## src/sv/svs_pkg.sv

```systemverilog
// Shared constants and types for the searchable value stack.
// Holds request codes, status codes and field widths; no dependencies.
`timescale 1ns / 1ps

package svs_pkg;

  // Default number of stack entries
  localparam int SVS_DEPTH = 64;

  // Fixed payload widths
  localparam int DATA_W = 32;
  localparam int REQ_W  = 3;
  localparam int CNT_W  = 7;
  localparam int STAT_W = 2;

  // Request codes
  typedef enum logic [REQ_W-1:0] {
    REQ_PUSH     = 3'd0,
    REQ_POP      = 3'd1,
    REQ_PEEK     = 3'd2,
    REQ_CONTAINS = 3'd3,
    REQ_COUNT    = 3'd4,
    REQ_REMOVE   = 3'd5
  } req_code_t;

  // Status codes
  typedef enum logic [STAT_W-1:0] {
    ST_OK    = 2'd0,
    ST_EMPTY = 2'd1,
    ST_FULL  = 2'd2
  } status_t;

endpackage

```

## src/sv/svs_ifs.sv

```systemverilog
// Valid/ready channel interfaces for the searchable value stack.
// Depends on svs_pkg for payload widths.
`timescale 1ns / 1ps

// Request channel: operation code and operand
interface svs_req_if;
  logic                              valid;
  logic                              ready;
  logic [svs_pkg::REQ_W-1:0]         req_type;
  logic signed [svs_pkg::DATA_W-1:0] value;

  modport source (output valid, req_type, value, input ready);
  modport sink   (input valid, req_type, value, output ready);
endinterface

// Result channel: one result per request
interface svs_rsp_if;
  logic                              valid;
  logic                              ready;
  logic signed [svs_pkg::DATA_W-1:0] data_out;
  logic                              found;
  logic [svs_pkg::CNT_W-1:0]         match_count;
  logic [svs_pkg::CNT_W-1:0]         depth_now;
  logic [svs_pkg::STAT_W-1:0]        status;

  modport source (output valid, data_out, found, match_count, depth_now, status,
                  input ready);
  modport sink   (input valid, data_out, found, match_count, depth_now, status,
                  output ready);
endinterface

```

## src/sv/searchable_value_stack.sv

```systemverilog
// Flow: push and unused codes go straight to the done state; pop/peek pass
// through a top-entry read; contains/count/remove walk the stack through the
// single read port of the entry memory, one entry per cycle.
// Throughput: one request at a time; the next is taken once the result sits
// in the output register, which may still wait for its sink.
// Reset: synchronous active-low; clears depth and control, store left as is.
`timescale 1ns / 1ps

module searchable_value_stack #(
  parameter int DEPTH = svs_pkg::SVS_DEPTH
) (
  input  logic       clk,
  input  logic       rst_n,
  svs_req_if.sink    in_req,
  svs_rsp_if.source  out_rsp
);

  localparam int AW  = (DEPTH > 1) ? $clog2(DEPTH) : 1;
  localparam int LW  = $clog2(DEPTH + 1);
  localparam int DW  = svs_pkg::DATA_W;
  localparam logic [LW-1:0] FULL_LVL = LW'(DEPTH);
  localparam logic [LW-1:0] ONE      = LW'(1);

  typedef enum logic [1:0] {S_IDLE, S_TOP, S_SCAN, S_DONE} state_t;

  state_t state_r, state_nxt;
  logic [LW-1:0] fill_r, fill_nxt;
  logic [LW-1:0] rd_idx_r, rd_idx_nxt;
  logic [LW-1:0] wr_r, wr_nxt;
  logic [LW-1:0] cnt_r, cnt_nxt;
  logic          pend_r, pend_nxt;
  logic [svs_pkg::REQ_W-1:0] req_r, req_nxt;
  logic [DW-1:0] val_r, val_nxt;

  // Pending result
  logic [DW-1:0]              res_data_r, res_data_nxt;
  logic                       res_found_r, res_found_nxt;
  logic [LW-1:0]              res_cnt_r, res_cnt_nxt;
  logic [svs_pkg::STAT_W-1:0] res_status_r, res_status_nxt;

  // Output register
  logic                       out_valid_r, out_valid_nxt;
  logic [DW-1:0]              out_data_r, out_data_nxt;
  logic                       out_found_r, out_found_nxt;
  logic [svs_pkg::CNT_W-1:0]  out_cnt_r, out_cnt_nxt;
  logic [svs_pkg::CNT_W-1:0]  out_depth_r, out_depth_nxt;
  logic [svs_pkg::STAT_W-1:0] out_status_r, out_status_nxt;

  // Memory port
  logic [DW-1:0] mem [DEPTH];
  logic [DW-1:0] rd_data_r;
  logic [AW-1:0] mem_ra;
  logic [AW-1:0] mem_wa;
  logic [DW-1:0] mem_wd;
  logic          mem_we;

  logic acc;
  logic hit;
  logic issue;

  assign acc          = in_req.valid && (state_r == S_IDLE);
  assign in_req.ready = (state_r == S_IDLE);
  assign hit          = (rd_data_r == val_r);
  assign issue        = (rd_idx_r < fill_r);

  assign out_rsp.valid       = out_valid_r;
  assign out_rsp.data_out    = out_data_r;
  assign out_rsp.found       = out_found_r;
  assign out_rsp.match_count = out_cnt_r;
  assign out_rsp.depth_now   = out_depth_r;
  assign out_rsp.status      = out_status_r;

  // Next-state and memory control
  always_comb begin
    state_nxt      = state_r;
    fill_nxt       = fill_r;
    rd_idx_nxt     = rd_idx_r;
    wr_nxt         = wr_r;
    cnt_nxt        = cnt_r;
    pend_nxt       = 1'b0;
    req_nxt        = req_r;
    val_nxt        = val_r;
    res_data_nxt   = res_data_r;
    res_found_nxt  = res_found_r;
    res_cnt_nxt    = res_cnt_r;
    res_status_nxt = res_status_r;
    out_valid_nxt  = out_valid_r && !out_rsp.ready;
    out_data_nxt   = out_data_r;
    out_found_nxt  = out_found_r;
    out_cnt_nxt    = out_cnt_r;
    out_depth_nxt  = out_depth_r;
    out_status_nxt = out_status_r;
    mem_ra         = rd_idx_r[AW-1:0];
    mem_wa         = wr_r[AW-1:0];
    mem_wd         = rd_data_r;
    mem_we         = 1'b0;

    unique case (state_r)
      S_IDLE: begin
        if (acc) begin
          req_nxt        = in_req.req_type;
          val_nxt        = in_req.value;
          res_data_nxt   = '0;
          res_found_nxt  = 1'b0;
          res_cnt_nxt    = '0;
          res_status_nxt = svs_pkg::ST_OK;
          state_nxt      = S_DONE;
          case (in_req.req_type)
            svs_pkg::REQ_PUSH: begin
              if (fill_r == FULL_LVL) begin
                res_status_nxt = svs_pkg::ST_FULL;
              end else begin
                mem_we   = 1'b1;
                mem_wa   = fill_r[AW-1:0];
                mem_wd   = in_req.value;
                fill_nxt = fill_r + ONE;
              end
            end
            svs_pkg::REQ_POP, svs_pkg::REQ_PEEK: begin
              if (fill_r == '0) begin
                res_status_nxt = svs_pkg::ST_EMPTY;
              end else begin
                mem_ra    = AW'(fill_r - ONE);
                state_nxt = S_TOP;
              end
            end
            svs_pkg::REQ_CONTAINS, svs_pkg::REQ_COUNT, svs_pkg::REQ_REMOVE: begin
              if (fill_r != '0) begin
                mem_ra     = '0;
                rd_idx_nxt = ONE;
                pend_nxt   = 1'b1;
                wr_nxt     = '0;
                cnt_nxt    = '0;
                state_nxt  = S_SCAN;
              end
            end
            default: begin
            end
          endcase
        end
      end

      // Take the top entry; pop drops it
      S_TOP: begin
        res_data_nxt = rd_data_r;
        if (req_r == svs_pkg::REQ_POP) begin
          fill_nxt = fill_r - ONE;
        end
        state_nxt = S_DONE;
      end

      // Walk the stack: issue one read per cycle, check the previous read.
      // Compaction writes land at or below the entry just checked, always
      // under the next read address, so no forwarding is needed.
      S_SCAN: begin
        if (issue) begin
          pend_nxt   = 1'b1;
          rd_idx_nxt = rd_idx_r + ONE;
        end
        if (pend_r) begin
          if (hit) begin
            cnt_nxt = cnt_r + ONE;
          end else if (req_r == svs_pkg::REQ_REMOVE) begin
            mem_we = 1'b1;
            wr_nxt = wr_r + ONE;
          end
        end else begin
          res_found_nxt = (cnt_r != '0);
          res_cnt_nxt   = (req_r == svs_pkg::REQ_CONTAINS) ? '0 : cnt_r;
          if (req_r == svs_pkg::REQ_REMOVE) begin
            fill_nxt = wr_r;
          end
          state_nxt = S_DONE;
        end
      end

      // Hand the result to the output register once it is free
      S_DONE: begin
        if (!out_valid_r || out_rsp.ready) begin
          out_valid_nxt  = 1'b1;
          out_data_nxt   = res_data_r;
          out_found_nxt  = res_found_r;
          out_cnt_nxt    = svs_pkg::CNT_W'(res_cnt_r);
          out_depth_nxt  = svs_pkg::CNT_W'(fill_r);
          out_status_nxt = res_status_r;
          state_nxt      = S_IDLE;
        end
      end

      default: state_nxt = S_IDLE;
    endcase
  end

  // State and registered outputs
  always_ff @(posedge clk) begin
    if (!rst_n) begin
      state_r     <= S_IDLE;
      fill_r      <= '0;
      pend_r      <= 1'b0;
      out_valid_r <= 1'b0;
    end else begin
      state_r     <= state_nxt;
      fill_r      <= fill_nxt;
      pend_r      <= pend_nxt;
      out_valid_r <= out_valid_nxt;
    end
    rd_idx_r     <= rd_idx_nxt;
    wr_r         <= wr_nxt;
    cnt_r        <= cnt_nxt;
    req_r        <= req_nxt;
    val_r        <= val_nxt;
    res_data_r   <= res_data_nxt;
    res_found_r  <= res_found_nxt;
    res_cnt_r    <= res_cnt_nxt;
    res_status_r <= res_status_nxt;
    out_data_r   <= out_data_nxt;
    out_found_r  <= out_found_nxt;
    out_cnt_r    <= out_cnt_nxt;
    out_depth_r  <= out_depth_nxt;
    out_status_r <= out_status_nxt;
  end

  // Entry memory: one write port, one registered read port
  always_ff @(posedge clk) begin
    if (mem_we) begin
      mem[mem_wa] <= mem_wd;
    end
    rd_data_r <= mem[mem_ra];
  end

  // Depth never runs past capacity
  a_fill_bound: assert property (@(posedge clk) disable iff (!rst_n)
    fill_r <= FULL_LVL)
    else $error("stack depth exceeds capacity");

  // Accepted push on a non-full stack grows depth by one
  a_push_grow: assert property (@(posedge clk) disable iff (!rst_n)
    (acc && in_req.req_type == svs_pkg::REQ_PUSH && fill_r != FULL_LVL)
      |=> (fill_r == $past(fill_r) + ONE))
    else $error("push did not advance depth");

  // Compaction write pointer stays behind the read pointer
  a_wr_behind: assert property (@(posedge clk) disable iff (!rst_n)
    (state_r == S_SCAN) |-> (wr_r <= rd_idx_r && cnt_r <= rd_idx_r))
    else $error("compaction pointer overtook read pointer");

  // A full status is only reported with the stack at capacity
  a_full_status: assert property (@(posedge clk) disable iff (!rst_n)
    (state_r == S_DONE && res_status_r == svs_pkg::ST_FULL) |-> (fill_r == FULL_LVL))
    else $error("full status on a stack with room");

endmodule
```

## src/flat_wrapper.sv

```systemverilog
// flat-port wrapper written by rule: the top's interface ports become plain ports
module searchable_value_stack_flat 
#(
  parameter int DEPTH = svs_pkg::SVS_DEPTH
)
  (clk, rst_n, in_req_valid, in_req_req_type, in_req_value, in_req_ready, out_rsp_valid, out_rsp_data_out, out_rsp_found, out_rsp_match_count, out_rsp_depth_now, out_rsp_status, out_rsp_ready);
  svs_req_if in_req_i ();
  svs_rsp_if out_rsp_i ();
  input  logic clk;
  input  logic rst_n;
  input wire logic [$bits(in_req_i.valid)-1:0] in_req_valid;
  input wire logic [$bits(in_req_i.req_type)-1:0] in_req_req_type;
  input wire logic [$bits(in_req_i.value)-1:0] in_req_value;
  output wire logic [$bits(in_req_i.ready)-1:0] in_req_ready;
  output wire logic [$bits(out_rsp_i.valid)-1:0] out_rsp_valid;
  output wire logic [$bits(out_rsp_i.data_out)-1:0] out_rsp_data_out;
  output wire logic [$bits(out_rsp_i.found)-1:0] out_rsp_found;
  output wire logic [$bits(out_rsp_i.match_count)-1:0] out_rsp_match_count;
  output wire logic [$bits(out_rsp_i.depth_now)-1:0] out_rsp_depth_now;
  output wire logic [$bits(out_rsp_i.status)-1:0] out_rsp_status;
  input wire logic [$bits(out_rsp_i.ready)-1:0] out_rsp_ready;
  assign in_req_i.valid = in_req_valid;
  assign in_req_i.req_type = in_req_req_type;
  assign in_req_i.value = in_req_value;
  assign in_req_ready = in_req_i.ready;
  assign out_rsp_valid = out_rsp_i.valid;
  assign out_rsp_data_out = out_rsp_i.data_out;
  assign out_rsp_found = out_rsp_i.found;
  assign out_rsp_match_count = out_rsp_i.match_count;
  assign out_rsp_depth_now = out_rsp_i.depth_now;
  assign out_rsp_status = out_rsp_i.status;
  assign out_rsp_i.ready = out_rsp_ready;
  searchable_value_stack #(.DEPTH(DEPTH)) u_core (.clk(clk), .rst_n(rst_n), .in_req(in_req_i), .out_rsp(out_rsp_i));
endmodule
```

## config.mk

```make
export PLATFORM = sky130hd
export DESIGN_NAME = searchable_value_stack_flat
export DESIGN_NICKNAME = d
export VERILOG_FILES = /design/src/sv/svs_pkg.sv /design/src/sv/svs_ifs.sv /design/src/sv/searchable_value_stack.sv /design/src/flat_wrapper.sv
export SDC_FILE = /design/constraint.sdc
export NUM_CORES = 2
export LEC_CHECK = 0
export BUFFER_PORTS_ARGS = -buffer_cell sky130_fd_sc_hd__buf_2
export CAP_MARGIN = 30
export CORE_MARGIN = 4
export CORE_UTILIZATION = 44
export DETAILED_ROUTE_END_ITERATION = 8
export GPL_TIMING_DRIVEN = 1
export PLACE_DENSITY_LB_ADDON = 0.1
export SYNTH_ARGS = -nofsm -noshare
export SYNTH_HDL_FRONTEND = slang
export SYNTH_SLANG_ARGS = --single-unit
```

## constraint.sdc

```tcl
create_clock -name clk -period 4.82 [get_ports clk]
set_clock_uncertainty 0.05 [all_clocks]
set_input_delay 0.241 -clock clk [delete_from_list [all_inputs] [get_ports clk]]
set_output_delay 0.241 -clock clk [all_outputs]
set_load 0.02 [all_outputs]
```

After elaboration in Yosys (flattened, before gate mapping)
Memory sizes are Yosys's and may differ from the RTL's. A register that Yosys moved wholly into a read port is not among the register bits.
Index checks and enable logic that the tools add are counted.
{"block": "totals", "ff_bits": 158, "ram_bits": 2048, "inputBits": 39, "out_inout_bits": 51, "word_cells": 145, "memories": 1}
{"memory": "u_core.mem", "words": 64, "width": 32, "rd": 1, "rd_ports_with_merged_regs": 1, "wr": 1, "line": "searchable_value_stack.sv:50", "rtl": "logic [DW-1:0] mem [DEPTH];"}
{"block": "op_classes", "add_sub_neg": 5, "n_lt_le_gt_ge": 1, "n_eq_ne": 26, "mux": 70, "reduce_logical": 24}
{"cell": "$mux 32", "count": 5}
{"cell": "$mux 7", "count": 21}
{"cell": "$pmux 32 s2", "count": 1}
{"cell": "$pmux 7 s2", "count": 4}
{"cell": "$mux 6", "count": 8}
{"cell": "$eq 32x32->1", "count": 1}
{"cell": "$add 7x1->7 const B", "count": 4}
{"cell": "$pmux 7 s3", "count": 1}
{"cell": "$ne 2x1->1 const B", "count": 10}
{"cell": "$mux 1", "count": 18}
{"cell": "$reduce_and 7->1", "count": 2}
{"cell": "$reduce_bool 7->1", "count": 2}
{"cell": "$pmux 6 s2", "count": 1}
{"cell": "$mux 2", "count": 5}
{"cell": "$eq 3x2->1 const B", "count": 3}
{"cell": "$eq 3x3->1 const B", "count": 3}
{"cell": "$pmux 2 s2", "count": 2}
{"cell": "$pmux 2 s4", "count": 1}
{"cell": "$eq 7x7->1 const B", "count": 1}
{"cell": "$logic_not 7->1", "count": 1}
{"cell": "$lt 7x7->1", "count": 1}
{"cell": "$sub 7x1->7 const B", "count": 1}
{"cell": "$eq 3x1->1 const B", "count": 2}
{"cell": "$ne 2x2->1 const B", "count": 3}
{"cell": "16 further kinds", "count": 25}

Longest topological paths before layout
{"block": "logic_depth", "word_depth": 7, "mapped_depth": 16, "ltp_nobuf": 10}

Worst setup path before layout
OpenSTA, ideal clock, no wires.
{"block": "synth_path", "kind": "register to register", "startpoint": "reg u_core.state_r[0]", "endpoint": "mem u_core.mem[13][0] (netlist name) (enable)", "setup_time_ns": 0.421, "t_arrival_ns": 4.161, "t_required_ns": 4.349, "slack_ns": 0.188, "path_stages_with_launch": 10, "n_path_buf": 1, "synth_period_minus_slack_ns": 4.632, "cell_sequence": "dfxtp_1 inv_1 ha_1 nand2_1 inv_1 nand3_1 buf_1 o22ai_1 nand2_1 nor2_1"}
{"block": "synth_between", "elab_chain_len": 6, "word_cells_on_any_way": 9, "cone_classes": "1 x eq/ne; 6 x mux; 2 x reduce/logical"}
{"element": "start: declaration", "line": "searchable_value_stack.sv:26", "rtl": "state_t state_r, state_nxt;"}
{"element": "start signal: assignment", "line": "searchable_value_stack.sv:202", "rtl": "state_r <= state_nxt;"}
{"element": "$logic_not 2->1 *"}
{"element": "named net in_req_ready", "line": "flat_wrapper.sv:14", "rtl": "output wire logic [$bits(in_req_i.ready)-1:0] in_req_ready;"}
{"element": "$logic_and 1x1->1", "line": "searchable_value_stack.sv:61", "rtl": "assign acc = in_req.valid && (state_r == S_IDLE);"}
{"element": "$mux 1", "line": "searchable_value_stack.sv:100", "rtl": "if (acc) begin"}
{"element": "$pmux 1 s2", "line": "searchable_value_stack.sv:98", "rtl": "unique case (state_r)"}
{"element": "$mux 1", "line": "searchable_value_stack.sv:225", "rtl": "if (mem_we) begin"}
{"element": "$mux 1 (not written as such)", "line": "searchable_value_stack.sv:226", "rtl": "mem[mem_wa] <= mem_wd;"}
{"element": "end: declaration", "line": "searchable_value_stack.sv:50"}
The timed path passes the listed nets; every way through them passes the cells marked *.

Worst setup path after layout
{"block": "layout_path", "startpoint": "reg u_core.state_r[1]", "endpoint": "reg u_core.rd_data_r[8] (read register of u_core.mem)"}
{"block": "layout_between", "elab_chain_len": 4}
{"element": "$logic_not 2->1 *", "line": "searchable_value_stack.sv:61, searchable_value_stack.sv:98"}
{"element": "$logic_and 1x1->1", "line": "searchable_value_stack.sv:61"}
{"element": "$mux 6", "line": "searchable_value_stack.sv:100"}
{"element": "$mux 6 *", "line": "searchable_value_stack.sv:98"}
{"element": "end: declaration", "line": "searchable_value_stack.sv:51", "rtl": "logic [DW-1:0] rd_data_r;"}
Mark *: on every way between the ends. The rest lies on a longest branch, timed or not.
A chain may end at the register's enable or synchronous reset.

==> summary.txt <==
status -> finished, final reports clean
Final min period -> 4.67 ns
number of global-route vias before repair -> 50,422
Synth top area share -> 74.3%
Core Region -> 200,000 sq um
Top Ports -> 90
Worst EP arrival -> 5.35 ns
Routed WL -> 286,000 um
number of placed instances, taps included -> 8,067
FF-to-FF setup slack -> 0.15 ns
gr usage total -> 26.8%
port bufs -> 89
synth warn -> 0
leading area contributor after synthesis -> edfxtp_1
synthesis-stage register bit count -> 2,238
Clock Sinks -> 2,238
Clock Path Buffers -> 3
Remaining Overflow, GRT -> 0
Pwr per Cell Area -> 606 nW/um^2
HP Start -> in_req_value[20]
Post-Synthesis Cell Area -> 88,700 sq um
Die X -> 457 um
# setup viols final -> 0
static leakage -> 34.9 nW
Crit. End Element -> flop
signed area change from the synthesized netlist to the final layout -> 17.1%
gp weighted congestion -> 0.859
CTS tree -> done
first-pass GRT wire length -> 398,000 um
Residual DRC -> 0
initial antenna violation count -> 22
# Max-Cap Violations -> 0
Synth Net Count -> 5,397
relative slew slack -> 31.0%
Worst-Skew Late Latency -> 0.88 ns
Final ANT Viol Nets -> 0
crit path launch -> u_core.state_r[1]
largest net degree at the start of global routing -> 152
via count -> 52,501
share of layout cells above drive strength 1 -> 17.7%
Fin Hold WS -> 0.0872 ns
Fin Setup TNS -> 0 ns
Initial Util -> 44.4%
final hold viol count -> 0
fin cells -> 8,562
nets@finish -> 5,753
Synth Instances -> 5,340
R2R cell count -> 14
Fillers -> 16,379
clock root buffer -> clkbuf_16
FF+latch area -> 66,800 sq um
DR iter-0 viols -> 6,424
multi-input logic area -> 20,900 sq um
number of flops mapped to enable cells by yosys -> 2,195
commonest non-fill, non-tap cell in the layout -> edfxtp_1
final max-slew violation count -> 0
H-tree depth -> 4
Required @ worst endpoint -> 5.50 ns
Hold Path Class -> primary input to flop
reg2reg end -> u_core.rd_data_r[8]
Synth cell types -> 70
worst IR drop on VDD -> 422 uV
worst-case hold path end point -> u_core.val_r[20]
die area -> 209,000 sq um
First-pass DRT Iterations -> 5
WHS Path Cells -> 2
Main synth FF type -> edfxtp_1
CTS Buf Count -> 230
Slew @ Worst Pin -> 1.01 ns
final period utilization -> 96.8%
CTS clk-pin slew, worst paths -> 0.06 ns
post-synthesis async set-or-reset flop share -> 0%
Syn Area/Cell -> 16.6 sq um
drt wl/cell -> 33.4 um
Startpoint Class -> flop
fmax -> 0.214 GHz
Crit Path Class -> flop to flop
num rows -> 164
crit-path max FO -> 48
height of the die -> 457 um
most frequent cells in the layout -> edfxtp_1, mux2i_1, nand3_1
RR Startpoint -> u_core.state_r[1]
post-synthesis sequential area ratio -> 75.2%
Via density -> 6.13
RSZ-0062 raised after global routing -> false
top post-synthesis cells by area -> edfxtp_1, mux2i_1, nand3_1, o21ai_0, a211oi_1
detailed placement HPWL -> 172,000 um
-- kinds of logic after synthesis --
logic type,count (synthesis),synth area share (%)
simple gates,678,3.77
flops,2238,75.2
compound gates,1211,9.72
fa+ha+maj,18,0.254
mux,737,8.40
buf+inv,410,2.13
xor+xnor,48,0.474
-- worst max-delay path, stage by stage, from the launching register on --
cell and delay, ns:
dfxtp_1 0.34, inv_1 0.13, ha_1 0.34, nand2_1 0.31, a21oi_4 0.35, nand3_4 0.27
nand2_8 0.32, buf_12 0.25, buf_12 0.34, buf_12 0.32, mux2i_1 0.24, o22ai_1 0.12
nor4_2 0.63, buf_4 0.29, o2111ai_1 0.11
-- area by class of cell --
class                      instances  share of cell area (%)
inverter                          15                  0.0542
clock buffer                     283                    5.78
multi-input combinational       2692                    20.1
clock inverter                   149                    1.33
sequential                      2238                    64.3
timing repair buffer             519                    5.22
antenna                           10                  0.0241
tap                             2656                    3.20
-- stage by stage --
stage	total power, mW	area [sq um]	utilization [%]	setup WS (ns)
3_3_place_gp	45.4	95700	47.8	-0.498
2_1_floorplan	35.6	88700	-	0.188
6_report	63.0	104000	51.9	0.154
3_5_place_dp	45.7	95900	47.9	-0.273
5_1_grt	65.0	104000	51.9	0.00966
4_1_cts	63.1	104000	51.9	0.0932
-- what timing repair did --
| action | CTS | global route |
|---|---|---|
| gates cloned | 0 | 0 |
| hold endpoints to repair | 229 | 0 |
| endpoints found under the setup margin | 7 | 11 |
| setup buffers | 0 | 3 |
| hold buffers | 48 | 0 |
| resized for setup | 3 | 6 |
-- cell usage after synthesis, types with 18 or more instances --
library cell	instances
edfxtp_1	2195
mux2i_1	673
nand3_1	311
o21ai_0	307
clkbuf_1	219
o22ai_1	194
a211oi_1	191
nand2_1	143
buf_2	129
o22a_1	128
a211o_1	98
nor2_1	78
o2111ai_1	64
a2111oi_0	63
mux2_2	63
and2_1	56
dfxtp_1	43
xnor2_1	43
a31o_2	41
o31ai_1	40
nor4_1	36
a31o_1	24
buf_4	21
ha_1	18
-- flip-flops by register name, summed over array words and instances, names as in the netlist, 2 cells and up --
name,cells
u_core.out_rsp.status,2
u_core.val_r,32
u_core.res_status_r,2
u_core.mem,2048
u_core.fill_r,7
u_core.wr_r,7
u_core.rd_data_r,32
u_core.res_data_r,32
u_core.res_cnt_r,7
u_core.out_rsp.match_count,7
u_core.out_rsp.data_out,32
u_core.rd_idx_r,7
u_core.cnt_r,7
u_core.req_r,3
u_core.state_r,2
u_core.out_rsp.depth_now,7
-- routing by layer --
metal / wire length, um / track usage [%] / vias to the layer above
li1: - / - / 22340
met1: 121000 / 37.8 / 27470
met2: 134000 / 42.9 / 2307
met3: 20400 / 4.38 / 380
met4: 9410 / 8.35 / 4
met5: 27 / 0 / -
-- power breakdown --
group / switching, mW / leakage [nW] / total (mW) / internal (mW)
sequential: 0.558 / 20.3 / 25.2 / 24.6
clock: 7.58 / 3.59 / 17.5 / 9.92
combinational: 14.1 / 11.0 / 20.3 / 6.24
total: 22.2 / 34.9 / 63.0 / 40.8
-- worst max-delay path by stage --
stage,to,slack [ns],depth (start not counted)
CTS,u_core.rd_data_r[25],0.09,14
global route,u_core.rd_data_r[8],0.01,14
finish,u_core.rd_data_r[8],0.15,14
detailed placement,u_core.rd_data_r[25],-0.27,14
global placement,u_core.rd_data_r[21],-0.50,14
floorplan,u_core.mem[13][0],0.19,9
Power figures use the tool's default switching activity.
